<file path="src/rtl/cmwt_pkg.sv">
// Package for the category maximum-weight table: constants, payload types, state and register codes.
package cmwt_pkg;

	localparam int MAX_ENTRIES    = 16;
	localparam int NUM_CATEGORIES = 10;
	localparam int CATG_BITS      = 10;

	localparam int ID_W   = 8;
	localparam int WGT_W  = 32;
	localparam int CFG_W  = 32;
	localparam int CNT_OUT_W = 5;
	localparam int CFG_IDX_W = 1;

	localparam int CNT_W  = $clog2(MAX_ENTRIES + 1);
	localparam int IDX_W  = (MAX_ENTRIES > 1) ? $clog2(MAX_ENTRIES) : 1;
	localparam int CATG_IDX_W = $clog2(CATG_BITS);

	// ids at or above this are never enabled
	localparam int ID_LIMIT_I = (NUM_CATEGORIES < CATG_BITS) ? NUM_CATEGORIES : CATG_BITS;
	localparam logic [ID_W-1:0] ID_LIMIT = ID_W'(ID_LIMIT_I);

	localparam logic [WGT_W-1:0] STOP_THR_RESET = WGT_W'(100);

	typedef struct packed {
		logic             new_search;
		logic [ID_W-1:0]  category_id;
		logic [WGT_W-1:0] weight;
	} hit_t;

	typedef struct packed {
		logic                 accepted;
		logic [WGT_W-1:0]     stored_weight;
		logic [CNT_OUT_W-1:0] entry_count;
		logic                 overflow;
		logic                 stop_search;
	} res_t;

	typedef struct packed {
		logic [ID_W-1:0]  id;
		logic [WGT_W-1:0] weight;
	} entry_t;

	localparam int ENTRY_W = $bits(entry_t);

	typedef enum logic [1:0] {
		S_IDLE,
		S_SCAN,
		S_UPDATE
	} state_t;

	typedef enum logic [CFG_IDX_W-1:0] {
		REG_ENABLED   = 1'b0,
		REG_THRESHOLD = 1'b1
	} cfg_reg_t;

endpackage

</file>
<file path="src/rtl/cmwt_ram.sv">
// Generic single-port-write, single-port-read RAM with registered read data.
module cmwt_ram #(
	parameter int WIDTH = 8,
	parameter int DEPTH = 16
) (
	input  logic                                        clk,
	input  logic                                        wr_en,
	input  logic [((DEPTH > 1) ? $clog2(DEPTH) : 1)-1:0] wr_addr,
	input  logic [WIDTH-1:0]                            wr_data,
	input  logic                                        rd_en,
	input  logic [((DEPTH > 1) ? $clog2(DEPTH) : 1)-1:0] rd_addr,
	output logic [WIDTH-1:0]                            rd_data
);

	logic [WIDTH-1:0] mem [DEPTH];

	always_ff @(posedge clk) begin
		if (wr_en) begin
			mem[wr_addr] <= wr_data;
		end
		if (rd_en) begin
			rd_data <= mem[rd_addr];
		end
	end

endmodule

</file>
<file path="src/rtl/category_max_weight_table.sv">
// Top level of the category maximum-weight table.
// Keeps up to MAX_ENTRIES distinct category ids with the largest weight seen for each since
// the last new search, held in one entry RAM (id and weight per word). A hit beat is taken
// only while the block is idle; it then searches the table one entry per cycle through the
// RAM's single read port and stops reading early once its id turns up. The result beat sits
// in an output register, so the next hit may be taken while it waits. Hits with a zero
// weight, a disabled category or an id of NUM_CATEGORIES or more change nothing but still
// report the weight held for their id. No clearing pass is needed after reset.
module category_max_weight_table (
	input  logic                                clk,
	input  logic                                arst_n,
	input  logic                                hit_valid,
	output logic                                hit_ready,
	input  cmwt_pkg::hit_t                      hit,
	output logic                                res_valid,
	input  logic                                res_ready,
	output cmwt_pkg::res_t                      res,
	input  logic                                cfg_en,
	input  logic [cmwt_pkg::CFG_IDX_W-1:0]      cfg_index,
	input  logic [cmwt_pkg::CFG_W-1:0]          cfg_data
);
	import cmwt_pkg::*;

	state_t state_q, state_nxt;

	logic [CATG_BITS-1:0] en_mask_q;
	logic [WGT_W-1:0]     thr_q;
	logic [CNT_W-1:0]     count_q;
	logic                 stop_q;
	logic                 res_valid_q;
	res_t                 res_q;

	hit_t                 hit_q;
	logic [CNT_W-1:0]     iss_idx_q;
	logic                 pend_s1;
	logic [IDX_W-1:0]     pend_idx_s1;
	logic                 found_q;
	logic [IDX_W-1:0]     slot_q;
	logic [WGT_W-1:0]     old_w_q;

	logic                 issue;
	logic                 scan_hit;
	logic                 can_push;
	logic                 upd_go;

	logic [ENTRY_W-1:0]   rd_data;
	entry_t               rd_entry;
	entry_t               wr_entry;
	logic                 wr_en;
	logic [IDX_W-1:0]     wr_addr;

	logic                 id_en;
	logic                 en_hit;
	logic                 room;
	logic                 raise;
	logic                 append;
	logic                 accepted;
	logic [WGT_W-1:0]     max_w;
	logic [WGT_W-1:0]     held;
	logic [CNT_W-1:0]     cnt_nxt;
	logic [CNT_W+CNT_OUT_W-1:0] cnt_ext;
	logic                 stop_nxt;

	// ---- entry memory ----
	assign rd_entry = entry_t'(rd_data);

	cmwt_ram #(
		.WIDTH (ENTRY_W),
		.DEPTH (MAX_ENTRIES)
	) u_ram (
		.clk     (clk),
		.wr_en   (wr_en),
		.wr_addr (wr_addr),
		.wr_data (ENTRY_W'(wr_entry)),
		.rd_en   (issue),
		.rd_addr (iss_idx_q[IDX_W-1:0]),
		.rd_data (rd_data)
	);

	// ---- control ----
	assign scan_hit = pend_s1 && (rd_entry.id == hit_q.category_id);
	assign can_push = !res_valid_q || res_ready;

	always_comb begin
		state_nxt = state_q;
		unique case (state_q)
			S_IDLE: begin
				if (hit_valid) begin
					state_nxt = S_SCAN;
				end
			end
			S_SCAN: begin
				if (scan_hit || !issue) begin
					state_nxt = S_UPDATE;
				end
			end
			S_UPDATE: begin
				if (can_push) begin
					state_nxt = S_IDLE;
				end
			end
			default: state_nxt = S_IDLE;
		endcase
	end

	always_comb begin
		hit_ready = 1'b0;
		issue     = 1'b0;
		upd_go    = 1'b0;
		unique case (state_q)
			S_IDLE:   hit_ready = 1'b1;
			// stop reading once the id turns up
			S_SCAN:   issue = (iss_idx_q < count_q) && !scan_hit;
			S_UPDATE: upd_go = can_push;
			default: ;
		endcase
	end

	// ---- update decision ----
	assign id_en  = (hit_q.category_id < ID_LIMIT) ?
		en_mask_q[hit_q.category_id[CATG_IDX_W-1:0]] : 1'b0;
	assign en_hit = (hit_q.weight != '0) && id_en;
	assign room   = count_q < CNT_W'(MAX_ENTRIES);
	assign max_w  = (old_w_q < hit_q.weight) ? hit_q.weight : old_w_q;
	assign raise  = en_hit && found_q && (old_w_q < hit_q.weight);
	assign append = en_hit && !found_q && room;
	assign accepted = en_hit && (found_q || room);

	always_comb begin
		if (found_q) begin
			held = en_hit ? max_w : old_w_q;
		end else if (append) begin
			held = hit_q.weight;
		end else begin
			held = '0;
		end
	end

	assign cnt_nxt  = count_q + CNT_W'(append);
	assign cnt_ext  = {{CNT_OUT_W{1'b0}}, cnt_nxt};
	assign stop_nxt = stop_q || (accepted && (held >= thr_q));

	assign wr_en          = upd_go && (raise || append);
	assign wr_addr        = found_q ? slot_q : count_q[IDX_W-1:0];
	assign wr_entry.id    = hit_q.category_id;
	assign wr_entry.weight = hit_q.weight;

	// ---- control registers ----
	always_ff @(posedge clk or negedge arst_n) begin
		if (!arst_n) begin
			state_q     <= S_IDLE;
			en_mask_q   <= '0;
			thr_q       <= STOP_THR_RESET;
			count_q     <= '0;
			stop_q      <= 1'b0;
			res_valid_q <= 1'b0;
			pend_s1     <= 1'b0;
		end else begin
			state_q <= state_nxt;
			pend_s1 <= issue;
			if (cfg_en) begin
				unique case (cfg_reg_t'(cfg_index))
					REG_ENABLED:   en_mask_q <= cfg_data[CATG_BITS-1:0];
					REG_THRESHOLD: thr_q     <= cfg_data[WGT_W-1:0];
					default: ;
				endcase
			end
			if (hit_valid && hit_ready && hit.new_search) begin
				count_q <= '0;
				stop_q  <= 1'b0;
			end else if (upd_go) begin
				count_q <= cnt_nxt;
				stop_q  <= stop_nxt;
			end
			if (upd_go) begin
				res_valid_q <= 1'b1;
			end else if (res_ready) begin
				res_valid_q <= 1'b0;
			end
		end
	end

	// ---- payload registers ----
	always_ff @(posedge clk) begin
		if (hit_valid && hit_ready) begin
			hit_q     <= hit;
			iss_idx_q <= '0;
		end else if (issue) begin
			iss_idx_q <= iss_idx_q + CNT_W'(1);
		end
		pend_idx_s1 <= iss_idx_q[IDX_W-1:0];
		if (state_q == S_SCAN) begin
			found_q <= scan_hit;
			slot_q  <= pend_idx_s1;
			old_w_q <= rd_entry.weight;
		end
		if (upd_go) begin
			res_q.accepted      <= accepted;
			res_q.stored_weight <= held;
			res_q.entry_count   <= cnt_ext[CNT_OUT_W-1:0];
			res_q.overflow      <= en_hit && !found_q && !room;
			res_q.stop_search   <= stop_nxt;
		end
	end

	assign res_valid = res_valid_q;
	assign res       = res_q;

endmodule

</file>
<file path="config.mk">
export PLATFORM = sky130hd
export DESIGN_NAME = category_max_weight_table
export DESIGN_NICKNAME = d
export VERILOG_FILES = /design/src/rtl/cmwt_pkg.sv /design/src/rtl/cmwt_ram.sv /design/src/rtl/category_max_weight_table.sv
export SDC_FILE = /design/constraint.sdc
export NUM_CORES = 1
export LEC_CHECK = 0
export BUFFER_PORTS_ARGS = -buffer_cell sky130_fd_sc_hd__buf_4
export CAP_MARGIN = 20
export CORE_ASPECT_RATIO = 0.5
export CORE_MARGIN = 1.5
export CORE_UTILIZATION = 44
export CTS_CLUSTER_DIAMETER = 200
export DETAILED_ROUTE_END_ITERATION = 12
export SLEW_MARGIN = 20
export SYNTH_ARGS = -nofsm -noshare
export SYNTH_HDL_FRONTEND = slang
export SYNTH_HIERARCHICAL = 1
export SYNTH_SLANG_ARGS = --single-unit
</file>
<file path="constraint.sdc">
create_clock -name clk -period 9.61 [get_ports clk]
set_input_delay 1.4415 -clock clk [delete_from_list [all_inputs] [get_ports clk]]
set_output_delay 1.4415 -clock clk [all_outputs]
set_load 0.1 [all_outputs]
</file>
==> summary.md <==
| Metric | Value |
|---|---|
| Outcome | `complete, no violations` |
| Reg2Reg Setup Slack | `between 3 and 4 ns` |
| Post-Syn Area | `34500 um^2` |
| Delay-heaviest family, CP | `simple AND/OR/NAND/NOR gates` |
| Nets | `2092` |
| Initial Utilization | `44.6%` |
| CP most frequent cell | `ha_1` |
| Critical-path cell list | `inv_1 > ha_1 > nand4_1 > nor4_1 > o21ai_1 > nand3b_1 > nand2_1 > o221ai_2 > ha_1 > and4_1 > o21ai_0 > or4_1 > o211ai_1 > nand3_1 > a2bb2oi_1` |
| Clock slew seen by the registers of the worst setup and hold paths | `0.06 ns` |
| Post-route ant nets | `0` |
| Post-Route Skew | `0.0174 ns` |
| Share of layout cells above drive strength 1 | `between 20% and 30%` |
| # resized after CTS | `0` |
| Total power | `9.06 mW` |
| Min cycle time layout | `roughly 5.6 ns` |
| Core ar. | `77500 um^2` |
| Vias in the first global route | `17600` |
| Leak pwr | `approximately 13 nW` |
| Total congestion overflow | `0` |
| Setup crit start kind | `register` |
| Clock tree buffer depth | `3` |
| # rows | `72` |
| Synth cell types | `65` |
| CP max FO | `20` |
| Number of enable flip-flop cells after synthesis | `797` |
| Mean area per synthesized cell | `19.5 um^2` |
| Area of the multi-input gates | `between 8000 and 9000 um^2` |
| Rel. slew slack | `23.8%` |
| Achievable clock frequency | `around 180 MHz` |
| Pre-CTS WS | `4.05 ns` |
| Setup bufs post-CTS | `0` |
| M3 GR Usage | `under 10%` |
| Yosys top cell area share | `69.3%` |
| Arrival time at the worst endpoint | `~6.1 ns` |
| Max Slew Vio Count | `0` |
| Inserted Clock Buffers | `79` |
| Area contributors post-synth | `edfxtp_1, mux4_2, mux4_1` |
| Fillers | `slightly above 6000` |
| Power per cell area | `about 230 nW/um^2` |
| Commonest non-fill, non-tap cell in the layout | `edfxtp_1` |
| Initial antenna violation count | `5` |
| Register area share after synthesis | `73.6%` |
| Syn-to-layout area delta | `13.5%` |
| HPWL Detailed | `46400 um` |
| Slew of the pin with the lowest slew margin | `between 1 and 1.5 ns` |
| Ports | `121` |
| DIE WIDTH | `approximately 400 um` |
| DRT iter0 DRCs | `2101` |
| Final hold viol count | `0` |
| Die H | `about 200 um` |
| Tot GR Track Use | `21.4%` |
| Number of port buffers | `120` |
| Yosys reg bits | `~860` |
| DRT Wirelength | `85400 um` |
| Final hold slack | `0.404 ns` |
| RSZ-0062 raised after global routing | `false` |
| Clock sinks | `858` |
| Crit end category | `register` |
| Die ar. | `80300 um^2` |
| H-tree Lvls | `3` |
| Max incr delay on CP | `1.06 ns` |
| Most frequent cells in the layout | `edfxtp_1, buf_4, inv_1, nand2_1, mux4_2` |
| Total number of vias | `17800` |
| Crit path buffers/inverters | `1` |
| Synth area leader | `edfxtp_1` |
| Clock latency on the worst-skew pair | `0.63 ns` |
| Synth Flop Type | `edfxtp_1` |
| Drt drc | `0` |
| DR vias/cell | `~5.8` |
| First-pass GRT wire length | `123000 um` |
| Pin count of the biggest net entering global routing | `135` |
| Drt pass-1 iters | `8` |
| Final Cycle Share | `58.8%` |
| Clock tree from TritonCTS | `done` |
| RePlAce Congestion | `0.846` |
| Root Driver | `clkbuf_16` |
| WL/cell | `28.1 um` |
| Most Crowded Layer GR | `met1` |
| Sequential Area | `around 25000 um^2` |
| Routing usage on met2 | `29.8%` |
| Final setup viols | `0` |
| Async S/R FF share, synth | `roughly 6%` |
| Peak VDD IR | `0.132 mV` |
| Req. time, crit path | `10.08 ns` |
| Synth Net Count | `about 1900` |
| Warning count from the yosys run | `6` |
| Post-route setup TNS | `0 ns` |
| Cts hold-fix bufs | `0` |
| WS Path Type | `reg -> reg` |
| Met1 global-route usage | `between 30% and 40%` |
| CP max-delay cell | `nand2_1` |
| Max-cap violation count | `0` |
| Final worst setup slack | `3.96 ns` |
| Synthesized instance count | `roughly 1800` |
| HP Class | `reg -> reg` |
[stage by stage]
step / area (um^2) / instances / utilization (%)
after floorplan: 34500 / 1771 / -
after global placement: 36700 / 2898 / 47.4
after detailed placement: 36700 / 2898 / 47.4
after CTS: 39200 / 3041 / 50.6
after global routing: 39200 / 3041 / 50.6
final: 39200 / 3042 / 50.6
[worst paths after layout]
path | start | to | depth (start not counted)
min in group asynchronous | arst_n | thr_q[15]$_DFFE_PN0P_ | 1
setup / recovery | hit_q[31]$_DFFE_PP_ | res[0]$_DFFE_PP_ | 15
hold / removal | pend_idx_s1[2]$_DFF_P_ | slot_q[2]$_DFFE_PN_ | 0
max in group asynchronous | arst_n | res_valid$_DFFE_PN0P_ | 1
setup reg to reg | hit_q[31]$_DFFE_PP_ | res[0]$_DFFE_PP_ | 15
hold reg to reg | pend_idx_s1[2]$_DFF_P_ | slot_q[2]$_DFFE_PN_ | 0
[layer usage]
layer / share of wire, % / wire (um)
met5: 0 / 0
met4: 2.2 / 1870
met3: 7.8 / 6660
met2: 42 / 36000
met1: 48 / 40900
[state kept, by name, indices dropped and copies added (netlist names)]
signal	cells
thr_q	32
res	40
u_ram/rd_data	40
state_q	2
pend_idx_s1	4
pend_s1	1
found_q	1
en_mask_q	10
res_valid	1
count_q	5
u_ram/mem	640
old_w_q	32
stop_q	1
hit_q	40
slot_q	4
iss_idx_q	5
[cells by family (layout without fill, tap and decap cells)]
logic type / Yosys count / in the layout / share of synthesized area, %
DFF: 858 / 858 / 73.6
xor gates and xnor gates: 12 / 12 / 0.304
other: 0 / 1 / 0
adders and majority gates: 70 / 70 / 2.54
muxes: 211 / 211 / 12.8
AOI/OAI and AO/OA: 193 / 193 / 4.60
and+or+nand+nor: 244 / 244 / 3.56
buffers and inverters: 183 / 417 / 2.68
[Yosys cell counts, drive strengths merged (17+ instances only)]
library cell	instances
a21oi	24
a22oi	80
and3	17
buf	37
clkbuf	40
dfrtp	49
edfxtp	797
ha	70
inv	105
mux2	43
mux4	161
nand2	102
nand4	45
nor2	28
o211ai	22
o21ai	18
[worst register-to-register path: stages (launching register included)]
cell,delay (ns)
edfxtp_1,0.75
inv_1,0.11
ha_1,0.32
nand4_1,0.14
nor4_1,0.37
o21ai_1,0.15
nand3b_1,0.72
nand2_1,1.07
o221ai_2,0.20
ha_1,0.37
and4_1,0.18
o21ai_0,0.08
or4_1,0.50
o211ai_1,0.18
nand3_1,0.15
a2bb2oi_1,0.19
[layout make-up]
type | instances | area share [%]
antenna | 1 | 0.00638
timing repair buffer | 168 | 3.25
clock buffer | 100 | 5.35
sequential | 858 | 64.9
tap | 1036 | 3.31
inverter | 106 | 1.02
clock inverter | 43 | 0.894
multi-input combinational | 730 | 21.3
[power by group]
| group | total (mW) | switching [mW] | internal [mW] | leakage (nW) |
|---|---|---|---|---|
| clock | 3.04 | 1.35 | 1.68 | 1.20 |
| sequential | 4.65 | 0.217 | 4.43 | 7.91 |
| combinational | 1.37 | 0.968 | 0.400 | 4.11 |
| total | 9.06 | 2.54 | 6.52 | 13.2 |
No activity file was read; power rests on OpenSTA's default activity.
